===== src/sv/tcc_pkg.sv =====
`timescale 1ns / 1ps
// ----------------------------------------------------------------------------
// tcc_pkg
// Shared types and constants for the text console: command kinds, the queue
// word passed from the front end to the executor, and character codes.
// ----------------------------------------------------------------------------
package tcc_pkg;

    localparam int DEF_COLUMNS = 80;
    localparam int DEF_ROWS    = 25;

    // Widest coordinates the parameter ranges allow
    localparam int ROW_MAX_W = 6;
    localparam int COL_MAX_W = 7;

    localparam int CELL_W  = 16;
    localparam int BYTE_W  = 8;

    localparam logic [BYTE_W-1:0] NEWLINE_BYTE = 8'h0A;
    localparam logic [BYTE_W-1:0] SPACE_BYTE   = 8'h20;
    localparam logic [BYTE_W-1:0] RESET_COLOR  = 8'h07;

    localparam logic OP_PUT  = 1'b0;
    localparam logic OP_READ = 1'b1;

    localparam int QUEUE_DEPTH = 2;
    localparam int QPTR_W      = 1;

    typedef enum logic [1:0] {
        CMD_PUT,
        CMD_NEWLINE,
        CMD_READ,
        CMD_READ_OOB
    } t_cmd_kind;

    typedef struct packed {
        t_cmd_kind              kind;
        logic [BYTE_W-1:0]      char_byte;
        logic [ROW_MAX_W-1:0]   row;
        logic [COL_MAX_W-1:0]   col;
    } t_item;

endpackage


===== src/sv/tcc_queue.sv =====
`timescale 1ns / 1ps
// ----------------------------------------------------------------------------
// tcc_queue
// Two-entry in-order queue between the front end and the executor.
// ----------------------------------------------------------------------------
module tcc_queue
    import tcc_pkg::*;
(
    input  logic    i_clk,
    input  logic    i_rst_n,
    input  logic    i_push,
    input  t_item   i_item,
    input  logic    i_pop,
    output logic    o_valid,
    output logic    o_full,
    output t_item   o_item
);

    t_item              r_slot [QUEUE_DEPTH];
    logic [QPTR_W-1:0]  r_wptr;
    logic [QPTR_W-1:0]  r_rptr;
    logic [QPTR_W:0]    r_count;

    assign o_valid = (r_count != '0);
    assign o_full  = (r_count == (QPTR_W + 1)'(QUEUE_DEPTH));
    assign o_item  = r_slot[r_rptr];

    always_ff @(posedge i_clk) begin
        if (!i_rst_n) begin
            r_wptr  <= '0;
            r_rptr  <= '0;
            r_count <= '0;
        end else begin
            if (i_push) begin
                r_wptr <= r_wptr + 1'b1;
            end
            if (i_pop) begin
                r_rptr <= r_rptr + 1'b1;
            end
            case ({i_push, i_pop})
                2'b10:   r_count <= r_count + 1'b1;
                2'b01:   r_count <= r_count - 1'b1;
                default: r_count <= r_count;
            endcase
        end
    end

    always_ff @(posedge i_clk) begin
        if (i_push) begin
            r_slot[r_wptr] <= i_item;
        end
    end

`ifndef NO_ASSERTIONS
    a_no_pop_empty: assert property (@(posedge i_clk) disable iff (!i_rst_n)
        i_pop |-> (r_count != '0))
        else $error("queue popped while empty");
`endif

endmodule


===== config.mk =====
export PLATFORM = sky130hd
export DESIGN_NAME = tcc_queue
export DESIGN_NICKNAME = d
export VERILOG_FILES = /design/src/sv/tcc_pkg.sv /design/src/sv/tcc_queue.sv
export SDC_FILE = /design/constraint.sdc
export NUM_CORES = 1
export LEC_CHECK = 0
export ABC_AREA = 0
export BUFFER_PORTS_ARGS = -buffer_cell sky130_fd_sc_hd__buf_2
export CAP_MARGIN = 15
export CORE_AREA = 2 2 62 64
export CTS_CLUSTER_DIAMETER = 30
export DETAILED_ROUTE_END_ITERATION = 7
export DIE_AREA = 0 0 64 66
export GPL_ROUTABILITY_DRIVEN = 1
export HOLD_SLACK_MARGIN = 0.03
export PLACE_DENSITY = 0.86
export SYNTH_ARGS = -nofsm -noshare
export SYNTH_HDL_FRONTEND = slang
export SYNTH_SLANG_ARGS = --single-unit

===== constraint.sdc =====
create_clock -name i_clk -period 3.3 [get_ports i_clk]
set_clock_uncertainty 0.2 [all_clocks]
set_input_delay 0 -clock i_clk [delete_from_list [all_inputs] [get_ports i_clk]]
set_output_delay 0 -clock i_clk [all_outputs]
set_load 0.1 [all_outputs]

# Word-level counts from Yosys, hierarchy flattened
# Memories as Yosys holds them, arrays and structs flattened. A register that Yosys moved wholly into a read port is not among the register bits.
# Index checks and enable logic that the tools add are counted.
[word_totals]
reg_bits = 4
ramBits = 46
inputBits = 27
output_inout_bits = 25
elab_cells = 18
memories = 1
[classes]
n_addsub = 4
eq_ne = 3
n_mux = 5
n_reduce_logical = 2
[memory_table]
columns = ["name", "words", "word_bits", "rd", "rd_ports_with_merged_regs", "write_ports", "line", "source"]
rows = [
  ["r_slot", 2, 23, 1, 1, 1, "tcc_queue.sv:19", "t_item r_slot [QUEUE_DEPTH];"],
]
[op_table]
columns = ["operator", "n"]
rows = [
  ["2-bit equality test, second input constant", 2],
  ["1-bit 2-to-1 mux", 4],
  ["2-bit case mux with 2 select lines", 1],
  ["2-bit nonzero test", 2],
  ["1-bit adder, second input constant", 2],
  ["2-bit by 1-bit adder with 2-bit output, second input constant", 1],
  ["2-bit by 1-bit equality test with 1-bit output, second input constant", 1],
  ["2-bit by 1-bit subtractor with 2-bit output, second input constant", 1],
]

# Depth between registers and ports, before layout
[logic_depth]
depth_word = 3
mapped_depth = 5
depth_no_buf = 5

# Worst setup path before layout
# Ideal clock, no wire load.
[synth_path]
path_type = "register -> register"
startpoint = "register r_wptr"
endpoint = "memory r_slot[0][0] in the netlist's numbering (enable)"
t_arrival_ns = 1.326
required_ns = 2.695
path_slack_ns = 1.369
stages_incl_launch_ff = 2
path_buffers = 0
synth_period_minus_slack_ns = 1.931
path_cell_list = "dfxtp_1 > nor2_1"
[synth_lines]
columns = ["element", "line", "source"]
rows = [
  ["start, declared", "tcc_queue.sv:20", "logic [QPTR_W-1:0] r_wptr;"],
  ["start signal, assigned", "tcc_queue.sv:35", "r_wptr <= r_wptr + 1'b1;"],
  ["end, declared", "tcc_queue.sv:19", ""],
]
# No word-level cell before the write port.

==> impl_metrics.env <==
export IMPL_htreeDepth=2
export IMPL_postSynthCellCount=93
export IMPL_drt_iter0_drc=26
export IMPL_synthFlopType="edfxtp_1"
export IMPL_clkTransAtPathRegs_ps=120
export IMPL_clockRootBuffer="clkbuf_4"
export IMPL_fin_hold_ws_ps=163
export IMPL_cellPowerDensity_nw_per_um2=559
export IMPL_post_drt_wl_per_cell_um=13.7
export IMPL_fin_nets=206
export IMPL_areaGrowthSynthToFinish_pct=34.9
export IMPL_cpPeakStageDelay_ps=990
export IMPL_cts_path_max_buffers=2
export IMPL_wl_um=3110
export IMPL_fp_dieH_um=66
export IMPL_ys_types=17
export IMPL_maxCapViolCount=0
export IMPL_avgViaCountPerCell=4.76
export IMPL_slew_viol_final=0
export IMPL_timing_final_crit_share=0.691
export IMPL_cp_start_kind="flop"
export IMPL_hp_class="in -> reg"
export IMPL_maxSlewHeadroom=0.287
export IMPL_worst_slew_pin_transition_ps=1070
export IMPL_cts_buffers=5
export IMPL_drt_first_pass_iters=3
export IMPL_coreArea_um2=3550
export IMPL_critPathSlowestCell="dfxtp_1"
export IMPL_instances_no_fill=227
export IMPL_place_gp_congestion=0.670
export IMPL_overflow=0
export IMPL_required_ps=3100
export IMPL_syn_num_nets=121
export IMPL_leakage_uw=0.000969
export IMPL_clock_fmax_ghz=0.439
export IMPL_remaining_drc_errors=0
export IMPL_ys_seq_elements=51
export IMPL_grt_max_degree=25
export IMPL_ir_worst_vdd_v=0.000490
export IMPL_syn_cell_area_um2=1870
export IMPL_start_util=0.526
export IMPL_avgSynthCellArea_um2=20.1
export IMPL_grt_pass1_wl_um=5000
export IMPL_cp_arrival_ps=2080
export IMPL_post_cts_setup_buffers=0
export IMPL_cts_sinks=51
export IMPL_dp_cells=190
export IMPL_power_uw=1410
export IMPL_finalSetupTns_ps=0
export IMPL_synth_warnings=0
export IMPL_status="complete, no violations"
export IMPL_crit_family="flip-flops"
export IMPL_async_reset_ff_frac=0
export IMPL_antenna_found_initial=0
export IMPL_fillers=253
export IMPL_crit_fanout=23
export IMPL_drive_gt1_frac=0.464
export IMPL_num_rows=22
export IMPL_portBuffers=51
export IMPL_setup_violations=0
export IMPL_grt_pass1_vias=1148
export IMPL_synth_edf_count=46
export IMPL_insertedDiodeCount=0
export IMPL_worst_setup_path_type="reg -> out"
export IMPL_pin_count=52
export IMPL_critical_path_endpoint_type="output port"
export IMPL_ys_seq_area_frac=0.793
export IMPL_crit_path_cell_trace="mux2_2 -> buf_2"
export IMPL_finalHoldViolations=0
export IMPL_worst_path_buf_inv=1
export IMPL_fin_crit_ps=2280
export IMPL_clk_insertion_delay_late_ps=350
export IMPL_ant_nets=0
export IMPL_num_vias=1081
export IMPL_dieWidth_um=64
export IMPL_cts_tree="yes"
export IMPL_rsz0062_at_grt="false"
export IMPL_grtUsageTotal=0.164
export IMPL_hpwl_um=1880
export IMPL_design_die_area_um2=4220
layout make-up:
class	count	area [µm²]	area share
flip-flops and latches	51	1480	0.588
inverters	1	3.75	0.00149
well taps	48	60.1	0.0238
multi-input cells	39	377	0.149
repair buffers	80	551	0.218
clock inverters	2	7.51	0.00298
clock buffers	6	41.3	0.0164
per-stage QoR:
| stage | utilization | instance area [µm²] | setup WS (ps) |
|---|---|---|---|
| 2_1_floorplan | - | 1870 | 1370 |
| 3_3_place_gp | 0.613 | 2180 | 1380 |
| 3_5_place_dp | 0.613 | 2180 | 1380 |
| 4_1_cts | 0.706 | 2510 | 967 |
| 5_1_grt | 0.710 | 2520 | 858 |
| 6_report | 0.710 | 2520 | 1020 |
final timing paths:
check / end / slack, ps / start / cells past startpoint
setup reg to reg: r_slot[1][3] / 1470 / r_wptr / 1
setup / recovery: o_item[15] / 1020 / flop / 2
hold / removal: r_slot[1][9] / 160 / i_item[9] / 2
hold reg to reg: r_count[1] / 340 / r_count[1] / 2
cell usage in the layout (no fill, tap or decap), types with 2 or more instances in the layout:
cell type and instances:
mux2_2 23, edfxtp_1 46, clkbuf_4 5, dfxtp_1 5, xnor2_1 2, buf_2 51
dlygate4sd3_1 28, and2_1 4, clkinv_1 2
kinds of logic after synthesis:
group / Yosys count / synth area share
xor gates and xnor gates: 3 / 0.0141
DFF: 51 / 0.793
muxes: 23 / 0.139
buffers and inverters: 3 / 0.00736
AOI/OAI and AO/OA: 3 / 0.0107
adders and majority gates: 1 / 0.00669
and+or+nand+nor: 9 / 0.0301
Yosys cell counts, types with 2 or more instances:
cell | number | area share
mux2_2 | 23 | 0.14
and2_1 | 4 | 0.013
edfxtp_1 | 46 | 0.74
xnor2_1 | 2 | 0.0094
buf_2 | 2 | 0.0054
dfxtp_1 | 5 | 0.054
timing repair:
action / in CTS / in global routing
hold buffers: 28 / 0
resized for setup: 0 / 0
endpoints found under the hold margin: 51 / 0
power breakdown:
part	switching, µW	internal [µW]
sequential	20.9	743
combinational	297	100
clock	169	79.2
total	486	922
sequential cells by signal (all words and copies together) (netlist names), named ones only:
register	count
r_wptr	1
r_count	2
r_slot	46
r_rptr	1
layer usage:
layer / vias to the layer above / share of wire / GRT usage
met3: 8 / 0.036 / 0.0307
met5: - / 0 / 0
met2: 31 / 0.56 / 0.305
met1: 516 / 0.38 / 0.172
li1: 526 / - / -
met4: 0 / 0.026 / 0.0978
Power figures use the tool's default switching activity.
